[src/hw/rtl/gvtd_pkg.sv]
// shared types and constants of the guarded valve timer with command dedup
package gvtd_pkg;

	// dedup ring
	localparam int SEEN_DEPTH = 8;
	localparam int ID_BITS    = 64;
	localparam int SLOT_W     = $clog2(SEEN_DEPTH);

	// field widths
	localparam int DUR_W  = 20;
	localparam int FLOW_W = 16;
	localparam int VOL_W  = 27;
	localparam int CFG_W  = 20;

	// register reset values
	localparam logic [DUR_W-1:0]  MAX_OPEN_RESET = DUR_W'(30000);
	localparam logic [FLOW_W-1:0] FLOW_RESET     = FLOW_W'(10);

	// volume = (granted * flow + 500) / 1000, with 1000 = 8 * 125
	localparam int              PROD_W       = DUR_W + FLOW_W;
	localparam logic [8:0]      VOL_ROUND    = 9'd500;
	localparam int              DIV_PRE_SHIFT = 3;
	localparam int              DIV_ODD      = 125;
	localparam int              RECIP_W      = 32;
	localparam logic [31:0]     RECIP_125    = 32'd2199023255;  // floor(2^38 / 125)

	// request kinds
	localparam logic [1:0] REQ_OPEN = 2'd0;
	localparam logic [1:0] REQ_TICK = 2'd1;
	localparam logic [1:0] REQ_LOST = 2'd2;

	// register indexes
	localparam logic [1:0] CFG_MAX_OPEN = 2'd0;
	localparam logic [1:0] CFG_FLOW     = 2'd1;
	localparam logic [1:0] CFG_DRIVE    = 2'd2;

	typedef enum logic [2:0] {
		EV_NONE   = 3'd0,
		EV_OPENED = 3'd1,
		EV_CLOSED = 3'd2,
		EV_DUP    = 3'd3,
		EV_EMPTY  = 3'd4,
		EV_ZERO   = 3'd5
	} ev_t;

	// result fields known right after the decision stage
	typedef struct packed {
		ev_t              ev;
		logic             drive;
		logic [DUR_W-1:0] granted;
		logic             reason;
	} res_t;

endpackage

[src/hw/rtl/gvtd_dedup.sv]
// ring of recently seen command ids with parallel lookup
module gvtd_dedup import gvtd_pkg::*; (
	input  logic               clk,
	input  logic               arst_n,
	input  logic [ID_BITS-1:0] id,
	input  logic               store,
	output logic               hit
);

	logic [ID_BITS-1:0]    ids_q [SEEN_DEPTH];
	logic [SEEN_DEPTH-1:0] valid_q;
	logic [SLOT_W-1:0]     slot_q;

	always_comb begin
		hit = 1'b0;
		for (int i = 0; i < SEEN_DEPTH; i++) begin
			if (valid_q[i] && ids_q[i] == id) begin
				hit = 1'b1;
			end
		end
	end

	always_ff @(posedge clk or negedge arst_n) begin
		if (!arst_n) begin
			valid_q <= '0;
			slot_q  <= '0;
		end else if (store) begin
			valid_q[slot_q] <= 1'b1;
			if (slot_q == SLOT_W'(SEEN_DEPTH - 1)) begin
				slot_q <= '0;
			end else begin
				slot_q <= slot_q + SLOT_W'(1);
			end
		end
	end

	always_ff @(posedge clk) begin
		if (store) begin
			ids_q[slot_q] <= id;
		end
	end

endmodule

[src/hw/rtl/gvtd_volume.sv]
// pipelined volume calculation: product, reciprocal multiply, remainder fix
module gvtd_volume import gvtd_pkg::*; (
	input  logic              clk,
	input  logic              arst_n,
	input  logic [FLOW_W-1:0] flow,
	input  logic              in_valid,
	output logic              in_ready,
	input  res_t              in_res,
	output logic              out_valid,
	input  logic              out_ready,
	output res_t              out_res,
	output logic [VOL_W-1:0]  out_vol
);

	localparam int Y_W = PROD_W - DIV_PRE_SHIFT;
	localparam int A_W = PROD_W - DIV_PRE_SHIFT - 6;
	localparam int T_W = A_W + RECIP_W;
	localparam int R_W = Y_W + 1;

	logic              v_s2, v_s3, v_q;
	logic              rdy_s2, rdy_s3, rdy_q;
	res_t              res_s2, res_s3, res_q;
	logic [PROD_W-1:0] prod_s2;
	logic [Y_W-1:0]    y_s3;
	logic [T_W-1:0]    t_s3;
	logic [VOL_W-1:0]  vol_q;

	logic [A_W-1:0]   a;
	logic [VOL_W-1:0] q_est;
	logic [R_W-1:0]   q_mul;
	logic [R_W-1:0]   r_full;
	logic [8:0]       r;
	logic [VOL_W-1:0] q_fix;

	assign rdy_q    = !v_q || out_ready;
	assign rdy_s3   = !v_s3 || rdy_q;
	assign rdy_s2   = !v_s2 || rdy_s3;
	assign in_ready = rdy_s2;

	// floor(y / 125) estimate, low by at most one
	assign a      = prod_s2[PROD_W-1:PROD_W-A_W];
	assign q_est  = t_s3[T_W-1:RECIP_W];
	assign q_mul  = R_W'(q_est) * R_W'(DIV_ODD);
	assign r_full = R_W'(y_s3) - q_mul;
	assign r      = r_full[8:0];

	always_comb begin
		if (r >= 9'(2 * DIV_ODD)) begin
			q_fix = q_est + VOL_W'(2);
		end else if (r >= 9'(DIV_ODD)) begin
			q_fix = q_est + VOL_W'(1);
		end else begin
			q_fix = q_est;
		end
	end

	always_ff @(posedge clk or negedge arst_n) begin
		if (!arst_n) begin
			v_s2 <= 1'b0;
			v_s3 <= 1'b0;
			v_q  <= 1'b0;
		end else begin
			if (rdy_s2) v_s2 <= in_valid;
			if (rdy_s3) v_s3 <= v_s2;
			if (rdy_q)  v_q  <= v_s3;
		end
	end

	always_ff @(posedge clk) begin
		if (rdy_s2 && in_valid) begin
			res_s2  <= in_res;
			prod_s2 <= PROD_W'(in_res.granted) * PROD_W'(flow) + PROD_W'(VOL_ROUND);
		end
		if (rdy_s3 && v_s2) begin
			res_s3 <= res_s2;
			y_s3   <= prod_s2[PROD_W-1:DIV_PRE_SHIFT];
			t_s3   <= T_W'(a) * T_W'(RECIP_125);
		end
		if (rdy_q && v_s3) begin
			res_q <= res_s3;
			vol_q <= q_fix;
		end
	end

	assign out_valid = v_q;
	assign out_res   = res_q;
	assign out_vol   = vol_q;

endmodule

[src/hw/rtl/guarded_valve_timer_dedup.sv]
// top level of the guarded valve timer with command id dedup
//
// usage
//   s_axis carries one request per transaction: tuser holds the kind (open
//   command, one millisecond tick, link lost), tdata the command id and the
//   requested duration. m_axis returns exactly one result per request: tuser
//   holds the event code, tdata the pin level, granted time, volume and close
//   reason. the cfg channel writes max_open_ms, flow_ml_per_s and
//   drive_active_high by index; write it only while no request is in flight.
// timing
//   one request per cycle sustained while m_axis_tready stays high. valve
//   state, timer, id ring and the decision register update at the accepting
//   edge; from there the result passes the product stage, the reciprocal
//   multiply stage and the remainder correction into the output register.
//   the volume division by 1000 sets the depth of this pipeline.
// reset
//   arst_n clears the id ring valid bits, closes the valve, zeroes the timer
//   and loads the register defaults; the pipeline comes up empty.
// stall
//   each stage holds while the next one is full, so up to four results queue
//   before s_axis_tready drops; no transaction is lost or repeated.
module guarded_valve_timer_dedup import gvtd_pkg::*; (
	input  logic              clk,
	input  logic              arst_n,
	// request stream
	input  logic              s_axis_tvalid,
	output logic              s_axis_tready,
	input  logic [87:0]       s_axis_tdata,   // cmd_id[63:0], duration_ms[83:64], zero pad
	input  logic [1:0]        s_axis_tuser,   // req_type[1:0]
	// result stream
	output logic              m_axis_tvalid,
	input  logic              m_axis_tready,
	output logic [55:0]       m_axis_tdata,   // valve_drive[0], granted_ms[20:1],
	                                          // volume_ml[47:21], close_reason[48], zero pad
	output logic [2:0]        m_axis_tuser,   // event_res[2:0]
	// register writes
	input  logic              cfg_valid,
	output logic              cfg_ready,
	input  logic [1:0]        cfg_index,
	input  logic [CFG_W-1:0]  cfg_data
);

	// configuration registers
	logic [DUR_W-1:0]  max_open_q;
	logic [FLOW_W-1:0] flow_q;
	logic              drive_high_q;

	// valve state
	logic              open_q;
	logic [DUR_W-1:0]  rem_q;

	// request fields
	logic [1:0]        req_type;
	logic [ID_BITS-1:0] cmd_id;
	logic [DUR_W-1:0]  duration_ms;

	// decision logic
	logic              accept;
	logic              id_hit;
	logic              id_store;
	logic [DUR_W-1:0]  capped;
	logic              open_d;
	logic [DUR_W-1:0]  rem_d;
	res_t              res_d;

	// decision register
	logic              v_s1;
	res_t              res_s1;
	logic              vol_in_ready;

	// output side
	res_t              out_res;
	logic [VOL_W-1:0]  out_vol;

	assign req_type    = s_axis_tuser;
	assign cmd_id      = s_axis_tdata[ID_BITS-1:0];
	assign duration_ms = s_axis_tdata[64 +: DUR_W];

	// registers are always writable, an unknown index is dropped
	assign cfg_ready = 1'b1;

	always_ff @(posedge clk or negedge arst_n) begin
		if (!arst_n) begin
			max_open_q   <= MAX_OPEN_RESET;
			flow_q       <= FLOW_RESET;
			drive_high_q <= 1'b1;
		end else if (cfg_valid) begin
			case (cfg_index)
				CFG_MAX_OPEN: max_open_q   <= cfg_data[DUR_W-1:0];
				CFG_FLOW:     flow_q       <= cfg_data[FLOW_W-1:0];
				CFG_DRIVE:    drive_high_q <= cfg_data[0];
				default: begin
				end
			endcase
		end
	end

	// decision register accepts whenever it is empty or moving on
	assign s_axis_tready = !v_s1 || vol_in_ready;
	assign accept        = s_axis_tvalid && s_axis_tready;

	// a new nonempty id goes into the ring even when its duration is zero
	assign id_store = accept && req_type == REQ_OPEN && cmd_id != '0 && !id_hit;

	gvtd_dedup u_dedup (
		.clk    (clk),
		.arst_n (arst_n),
		.id     (cmd_id),
		.store  (id_store),
		.hit    (id_hit)
	);

	assign capped = (duration_ms > max_open_q) ? max_open_q : duration_ms;

	always_comb begin
		open_d        = open_q;
		rem_d         = rem_q;
		res_d.ev      = EV_NONE;
		res_d.granted = '0;
		res_d.reason  = 1'b0;
		case (req_type)
			REQ_OPEN: begin
				if (cmd_id == '0) begin
					res_d.ev = EV_EMPTY;
				end else if (id_hit) begin
					res_d.ev = EV_DUP;
				end else if (capped == '0) begin
					res_d.ev = EV_ZERO;
				end else begin
					// opens, or restarts the timer when already open
					open_d        = 1'b1;
					rem_d         = capped;
					res_d.ev      = EV_OPENED;
					res_d.granted = capped;
				end
			end
			REQ_TICK: begin
				if (open_q) begin
					if (rem_q <= DUR_W'(1)) begin
						open_d   = 1'b0;
						rem_d    = '0;
						res_d.ev = EV_CLOSED;
					end else begin
						rem_d = rem_q - DUR_W'(1);
					end
				end
			end
			REQ_LOST: begin
				if (open_q) begin
					open_d       = 1'b0;
					rem_d        = '0;
					res_d.ev     = EV_CLOSED;
					res_d.reason = 1'b1;
				end
			end
			default: begin
			end
		endcase
		// pin level after this request
		res_d.drive = open_d ? drive_high_q : !drive_high_q;
	end

	always_ff @(posedge clk or negedge arst_n) begin
		if (!arst_n) begin
			open_q <= 1'b0;
			rem_q  <= '0;
			v_s1   <= 1'b0;
		end else begin
			if (accept) begin
				open_q <= open_d;
				rem_q  <= rem_d;
			end
			if (s_axis_tready) begin
				v_s1 <= s_axis_tvalid;
			end
		end
	end

	always_ff @(posedge clk) begin
		if (accept) begin
			res_s1 <= res_d;
		end
	end

	// volume pipeline and output register
	gvtd_volume u_volume (
		.clk       (clk),
		.arst_n    (arst_n),
		.flow      (flow_q),
		.in_valid  (v_s1),
		.in_ready  (vol_in_ready),
		.in_res    (res_s1),
		.out_valid (m_axis_tvalid),
		.out_ready (m_axis_tready),
		.out_res   (out_res),
		.out_vol   (out_vol)
	);

	assign m_axis_tuser = out_res.ev;
	assign m_axis_tdata = {7'b0, out_res.reason, out_vol, out_res.granted, out_res.drive};

	// a closed valve never holds time on its timer
	a_closed_no_time: assert property (@(posedge clk) disable iff (!arst_n)
		!open_q |-> rem_q == '0)
		else $error("closed valve holds a nonzero timer");

	// a lost link leaves the valve closed
	a_lost_closes: assert property (@(posedge clk) disable iff (!arst_n)
		accept && req_type == REQ_LOST |=> !open_q)
		else $error("valve still open after link lost");

	// only an opened event reports granted time and volume
	a_no_grant_unless_opened: assert property (@(posedge clk) disable iff (!arst_n)
		m_axis_tvalid && out_res.ev != EV_OPENED |-> out_res.granted == '0 && out_vol == '0)
		else $error("granted time or volume on a non-open result");

	// a duplicate never touches valve state
	a_dup_no_change: assert property (@(posedge clk) disable iff (!arst_n)
		accept && req_type == REQ_OPEN && cmd_id != '0 && id_hit
		|=> open_q == $past(open_q) && rem_q == $past(rem_q))
		else $error("duplicate command changed the valve state");

endmodule
[config.mk]
export PLATFORM = sky130hd
export DESIGN_NAME = guarded_valve_timer_dedup
export DESIGN_NICKNAME = d
export VERILOG_FILES = /design/src/hw/rtl/gvtd_pkg.sv /design/src/hw/rtl/gvtd_dedup.sv /design/src/hw/rtl/gvtd_volume.sv /design/src/hw/rtl/guarded_valve_timer_dedup.sv
export SDC_FILE = /design/constraint.sdc
export NUM_CORES = 2
export LEC_CHECK = 0
export ABC_AREA = 1
export BUFFER_PORTS_ARGS = -buffer_cell sky130_fd_sc_hd__buf_4
export CORE_MARGIN = 8
export CORE_UTILIZATION = 25
export DETAILED_ROUTE_END_ITERATION = 10
export PLACE_DENSITY_LB_ADDON = 0.15
export SETUP_SLACK_MARGIN = 0.1
export SKIP_CTS_REPAIR_TIMING = 1
export SLEW_MARGIN = 10
export SYNTH_ARGS = -nofsm -noshare
export SYNTH_HDL_FRONTEND = slang
export SYNTH_SLANG_ARGS = --single-unit
[constraint.sdc]
create_clock -name clk -period 14.3 [get_ports clk]
set_input_delay 0.715 -clock clk [delete_from_list [all_inputs] [get_ports clk]]
set_output_delay 0.715 -clock clk [all_outputs]
set_load 0.01 [all_outputs]
# ---- Yosys cells after proc, flatten, opt, wreduce, memory -nomap -nowiden
# Memories as Yosys holds them, arrays and structs flattened.
# Cells that the tools add are included.
# W data, S select, Z words.
dict set report word_totals {
  inputBits 117
  n_memories 1
  ram_bits 512
  register_bits 304
  out_inout_bits 62
  word_cells 142
}
# memory depth word_bits rd rd_ports_with_merged_regs write_ports line_no
set memory_table {}
lappend memory_table {u_dedup.ids_q 8 64 8 0 1 gvtd_dedup.sv:10} ;# logic [ID_BITS-1:0] ids_q [SEEN_DEPTH];
dict set report classes {
  magnitude_cmp 6
  n_addsub 6
  reduce_logical 37
  n_bitwise 2
  mux 38
  n_eq_ne 18
  mul 3
}
# op count
set op_table {}
lappend op_table {{$eq A64 B64 Y1} 8}
lappend op_table {{$mux W20} 7}
lappend op_table {{$logic_not A64 Y1} 1}
lappend op_table {{$reduce_bool A64 Y1} 1}
lappend op_table {{$pmux W20 S3} 1}
lappend op_table {{$mul A27 B32 Y59 const B} 1}
lappend op_table {{$mux W27} 2}
lappend op_table {{$add A36 B9 Y36 const B} 1}
lappend op_table {{$mul A20 B16 Y36} 1}
lappend op_table {{$add A27 B1 Y27 const B} 1}
lappend op_table {{$add A27 B2 Y27 const B} 1}
lappend op_table {{$mul A27 B7 Y9 const B} 1}
lappend op_table {{$gt A20 B20 Y1} 1}
lappend op_table {{$le A20 B1 Y1 const B} 1}
lappend op_table {{$logic_not A20 Y1} 1}
lappend op_table {{$sub A20 B1 Y20 const B} 1}
lappend op_table {{$mux W1} 18}
lappend op_table {{$logic_and A1 B1 Y1} 16}
lappend op_table {{$mux W3} 4}
lappend op_table {{$ne A2 B2 Y1 const B} 5}
lappend op_table {{$ge A9 B7 Y1 const B} 1}
lappend op_table {{$ge A9 B8 Y1 const B} 1}
lappend op_table {{$pmux W3 S3} 1}
lappend op_table {{$sub A9 B9 Y9} 1}
lappend op_table {{18 further kinds} 33}

# ---- Logic depth before layout (Yosys ltp)
# An unclocked memory read counts as a cell.
dict set report logic_depth {
  word_depth 15
  depth_mapped 28
  depth_no_buf 28
}

# ---- Cells and area by module
# Synthesis repeated with hierarchy kept, for this count alone.
dict set report hier_totals {
  hier_cells 6934
  hier_area_um2 62541.2
}
# mod n_inst area_each_um2 cells_per_inst seq_area_each_um2
set modules_own_cells {}
lappend modules_own_cells {gvtd_volume 1 33533.4 3942 5210.0}
lappend modules_own_cells {gvtd_dedup 1 23830.4 2321 15650.0}
lappend modules_own_cells {guarded_valve_timer_dedup 1 5177.5 671 2239.6}

# ---- Worst setup path after synthesis
# OpenSTA, ideal clock, no wires.
dict set report synth_timing {
  kind {input-to-reg}
  startpoint {input m_axis_tready}
  endpoint {memory u_dedup.ids_q[3][0], enable pin}
  path_buffers 0
  arrival_time_ps 5652
  required_ps 13813
  setup_slack_ps 8160
  stages 12
  setup_ps 487
  path_cell_list {nor2_1 -> inv_1 -> nor2_1 -> inv_1 -> nor2_1 -> inv_1 -> nor2_1 -> nor2_1 -> inv_1 -> nor3_4 -> nand2_2 -> nor2_1}
}
dict set report synth_between {
  elab_chain_cells 10
}
# item line_no
set synth_lines {}
lappend synth_lines {{from (decl)} guarded_valve_timer_dedup.sv:32} ;# input logic m_axis_tready,
lappend synth_lines {{$logic_or A1 B1 Y1} gvtd_volume.sv:35} ;# assign rdy_q = !v_q || out_ready;
lappend synth_lines {{$logic_or A1 B1 Y1} gvtd_volume.sv:36} ;# assign rdy_s3 = !v_s3 || rdy_q;
lappend synth_lines {{$logic_or A1 B1 Y1} gvtd_volume.sv:37} ;# assign rdy_s2 = !v_s2 || rdy_s3;
lappend synth_lines {{$logic_or A1 B1 Y1} guarded_valve_timer_dedup.sv:99} ;# assign s_axis_tready = !v_s1 || vol_in_ready;
lappend synth_lines {{$logic_and A1 B1 Y1} guarded_valve_timer_dedup.sv:100} ;# assign accept = s_axis_tvalid && s_axis_tready;
lappend synth_lines {{net accept} guarded_valve_timer_dedup.sv:58} ;# logic accept;
lappend synth_lines {{$logic_and A1 B1 Y1 (3 in a row)} guarded_valve_timer_dedup.sv:103} ;# assign id_store = accept && req_type == REQ_OPEN && cmd_id != '0 && !id_hit;
lappend synth_lines {{$mux W1} gvtd_dedup.sv:38} ;# if (store) begin
lappend synth_lines {{$mux W1 (not written as such)} gvtd_dedup.sv:39} ;# ids_q[slot_q] <= id;
lappend synth_lines {{to (decl)} gvtd_dedup.sv:10}
# The timed path passes the listed nets, and every way through them passes these cells.

# ---- Worst setup path in the final report
dict set report layout_timing {
  startpoint {register u_volume.prod_s2[20]}
  endpoint {register u_volume.t_s3[48], data pin}
}
dict set report layout_between {
  elab_chain_cells 1
}
# item line_no
set layout_lines {}
lappend layout_lines {{from (decl)} gvtd_volume.sv:23} ;# logic [PROD_W-1:0] prod_s2;
lappend layout_lines {{from (signal assigned)} gvtd_volume.sv:72} ;# prod_s2 <= PROD_W'(in_res.granted) * PROD_W'(flow) + PROD_W'(VOL_ROUND);
lappend layout_lines {{$mul A27 B32 Y59} gvtd_volume.sv:77} ;# t_s3 <= T_W'(a) * T_W'(RECIP_125);
lappend layout_lines {{to (signal assigned)} gvtd_volume.sv:77}
lappend layout_lines {{to (decl)} gvtd_volume.sv:25} ;# logic [T_W-1:0] t_s3;
# No other way between the ends.
# A chain may end at the register's enable or synchronous reset.

==> impl_metrics.json <==
{
  "status": "complete, no violations",
  "synth_top_area_share_pct": 35.51,
  "grt_usage_pct": 16.11,
  "crit_fanout": 10,
  "grt_overflow": 0,
  "syn_to_final_growth_pct": 13.39,
  "setup_tns_ns": 0,
  "synth.distinct_cells": 53,
  "hpwlAfterDp_mm": 155.8,
  "synthCells": 6182,
  "grt_pass1_vias": 44130,
  "hold_viol": 0,
  "setup-violations-final": 0,
  "antenna_found_initial": 9,
  "post-route-period-util_pct": 49.81,
  "synth_area_leaders": "edfxtp_1 (36%), fa_1 (19%), ha_1 (9.6%)",
  "r2r-end": "u_volume.t_s3[48]",
  "insertion_delay_ns": 0.76,
  "htreeDepth": 3,
  "viasPerCell": 4.384,
  "fmax_mhz": 140.4,
  "drv_slew": 0,
  "avgRoutedWirePerCell_um": 21.86,
  "drc_errors": 0,
  "synth_most_common_cell": "inv_1",
  "arrival_ns": 7.60,
  "synth_top_cells_by_count": "inv_1 (1,289), nand2_1 (1,242), edfxtp_1 (708)",
  "cts.path.max_buffers": 3,
  "synth_ff_type": "edfxtp_1",
  "synth_seq_cells": 781,
  "slew_headroom_pct": 17.15,
  "r2r-start": "u_volume.prod_s2[20]",
  "grt_max_degree": 66,
  "final.min_clock_period_ns": 7.122,
  "die_area_um2": 255400,
  "die_y_um": 505.4,
  "pin_count": 179,
  "numCtsBuffers": 96,
  "gp_congestion": 0.8802,
  "first_iter_violations": 2946,
  "yosys.area.top_type": "edfxtp_1",
  "syn_area_um2": 59880,
  "cts_tree": "done",
  "synth_edf_count": 708,
  "cp-end-kind": "flip-flop",
  "start_util_pct": 25.15,
  "io_buffers": 166,
  "die_w_um": 505.4,
  "startpoint": "u_volume.prod_s2[20]",
  "clock-root-buffer": "clkbuf_16",
  "critPathLaunchType": "flip-flop",
  "critPathKind": "flip-flop to flip-flop",
  "dr_total_vias": 42030,
  "row_count": 179,
  "dr.pass1.iters": 5,
  "async_flop_share_pct": 9.347,
  "grt_setup_unrepaired": "no",
  "ys_seq_area_share_pct": 38.58,
  "reg2reg_slack_ns": 7.18,
  "grt_pass1_wl_mm": 305.0,
  "cap_viol_max_count": 0,
  "worst_pin_slew_ns": 1.243,
  "endpoint": "u_volume.t_s3[48]",
  "skew_ns": 0.09645,
  "nets": 7476,
  "clkTransAtPathRegs_ns": 0.06,
  "reg2reg_depth": 24,
  "ant_nets": 0,
  "wirelength_mm": 209.6,
  "hold_class": "input port to flip-flop",
  "synth_area_per_cell_um2": 9.686,
  "clock-sinks": 781,
  "coreArea_um2": 238100,
  "worstPathRequired_ns": 14.78,
  "drive_gt1_share_pct": 6.248,
  "synth_warnings": 0
}
## routing by layer
layer | wire length (um) | vias to the layer above | global-route usage [%]
met5 | 0 | - | 0
met4 | 5811 | 0 | 4.308
met3 | 8882 | 248 | 1.937
met2 | 100900 | 1022 | 27.74
met1 | 94010 | 20950 | 21.42
li1 | - | 19820 | -
## flip-flops by register name (all words and copies together), names as in the netlist
| register | cells |
|---|---|
| flow_q | 16 |
| u_dedup.valid_q | 8 |
| u_volume.y_s3 | 8 |
| v_s1 | 1 |
| u_volume.t_s3 | 28 |
| u_volume.out_vol | 27 |
| open_q | 1 |
| u_volume.res_s2 | 25 |
| u_volume.v_s2 | 1 |
| u_dedup.ids_q | 512 |
| max_open_q | 20 |
| res_s1 | 25 |
| rem_q | 20 |
| u_volume.prod_s2 | 33 |
| u_dedup.slot_q | 3 |
| u_volume.out_valid | 1 |
| u_volume.out_res | 25 |
| u_volume.res_s3 | 25 |
| u_volume.v_s3 | 1 |
| drive_high_q | 1 |
## worst max-delay path, stage by stage, from the launching register on
cell	delay, ns
edfxtp_1	0.83
ha_1	0.43
inv_1	0.13
fa_1	0.56
inv_1	0.06
fa_1	0.48
inv_1	0.05
fa_1	0.51
fa_1	0.56
inv_1	0.05
fa_1	0.48
inv_1	0.05
fa_1	0.58
inv_1	0.07
ha_1	0.35
a21oi_1	0.15
inv_1	0.07
a31oi_1	0.12
inv_1	0.07
a21oi_1	0.25
o21ai_0	0.14
a21oi_1	0.32
o21ai_0	0.28
a21oi_1	0.23
xnor2_1	0.08
## cell type report
| cell class | count | area, um^2 |
|---|---|---|
| Fill cell | 25050 | 170200 |
| Clock buffer | 117 | 2491 |
| Multi-Input combinational cell | 3931 | 31170 |
| Inverter | 1302 | 4888 |
| Clock inverter | 62 | 585.6 |
| Antenna cell | 3 | 7.507 |
| Tap cell | 3167 | 3963 |
| Sequential cell | 781 | 23100 |
| Timing Repair Buffer | 225 | 1692 |
## layout by cell type, fill, tap and decap left out, drive strengths merged, types with 5 or more instances in the layout
| cell | synthesis | routed |
|---|---|---|
| inv | 1292 | 1292 |
| a22o | 6 | 6 |
| clkbuf | 82 | 117 |
| conb | 2 | 8 |
| o21a | 17 | 17 |
| nand2 | 1247 | 1247 |
| xnor2 | 157 | 157 |
| or2 | 12 | 12 |
| buf | 92 | 224 |
| and3 | 5 | 5 |
| o21bai | 7 | 7 |
| nor2 | 464 | 464 |
| a31oi | 27 | 27 |
| o22ai | 103 | 103 |
| ha | 460 | 460 |
| o21ai | 292 | 292 |
| clkinv | 10 | 62 |
| fa | 562 | 562 |
| dfstp | 10 | 10 |
| nor3 | 36 | 36 |
| a21o | 6 | 6 |
| nand4 | 46 | 46 |
| xor2 | 155 | 155 |
| clkinvlp | 0 | 6 |
| nand3 | 124 | 124 |
| edfxtp | 708 | 708 |
| dfrtp | 63 | 63 |
| a21oi | 145 | 145 |
| nor4 | 21 | 21 |
## worst min-delay path by stage
| stage | start | to | slack (ns) | depth (start not counted) |
|---|---|---|---|---|
| after floorplan | u_volume.res_s3[0] | u_volume.out_res[0] | 0.40 | 0 |
| after global placement | u_volume.res_s2[1] | u_volume.res_s3[1] | 0.40 | 0 |
| after detailed placement | u_volume.res_s2[15] | u_volume.res_s3[15] | 0.40 | 0 |
| after CTS | arst_n | flow_q[6] | -0.15 | 1 |
| after global routing | s_axis_tdata[24] | u_dedup.ids_q[3][24] | 0.16 | 1 |
| final | s_axis_tdata[24] | u_dedup.ids_q[3][24] | 0.20 | 1 |
## through the flow
stage | area [um^2] | util [%] | setup WS [ns] | hold slack, ns | cells
after floorplan | 59900 | - | 8.160 | 0.4003 | 6188
after global placement | 64800 | 27.22 | 7.028 | 0.4017 | 9405
after detailed placement | 64800 | 27.22 | 7.054 | 0.4045 | 9405
after CTS | 67880 | 28.51 | 7.109 | -0.1543 | 9584
after global routing | 67890 | 28.52 | 6.790 | 0.1626 | 9586
final | 67890 | 28.52 | 7.178 | 0.1991 | 9588
## kinds of logic after synthesis
kind of cell | Yosys count | synth area share, %
buffers and inverters | 1476 | 9.525
AND/OR/NAND/NOR | 1961 | 13.09
XOR/XNOR | 312 | 4.564
AO/OA/AOI/OAI | 628 | 5.828
adder cells (fa/ha/maj) | 1022 | 28.40
flip-flops | 781 | 38.58
other | 2 | 0.01254
Power is left out: the tool's default activity adds up to more than one toggle a clock period on the data nets, which glitch-free logic cannot reach.
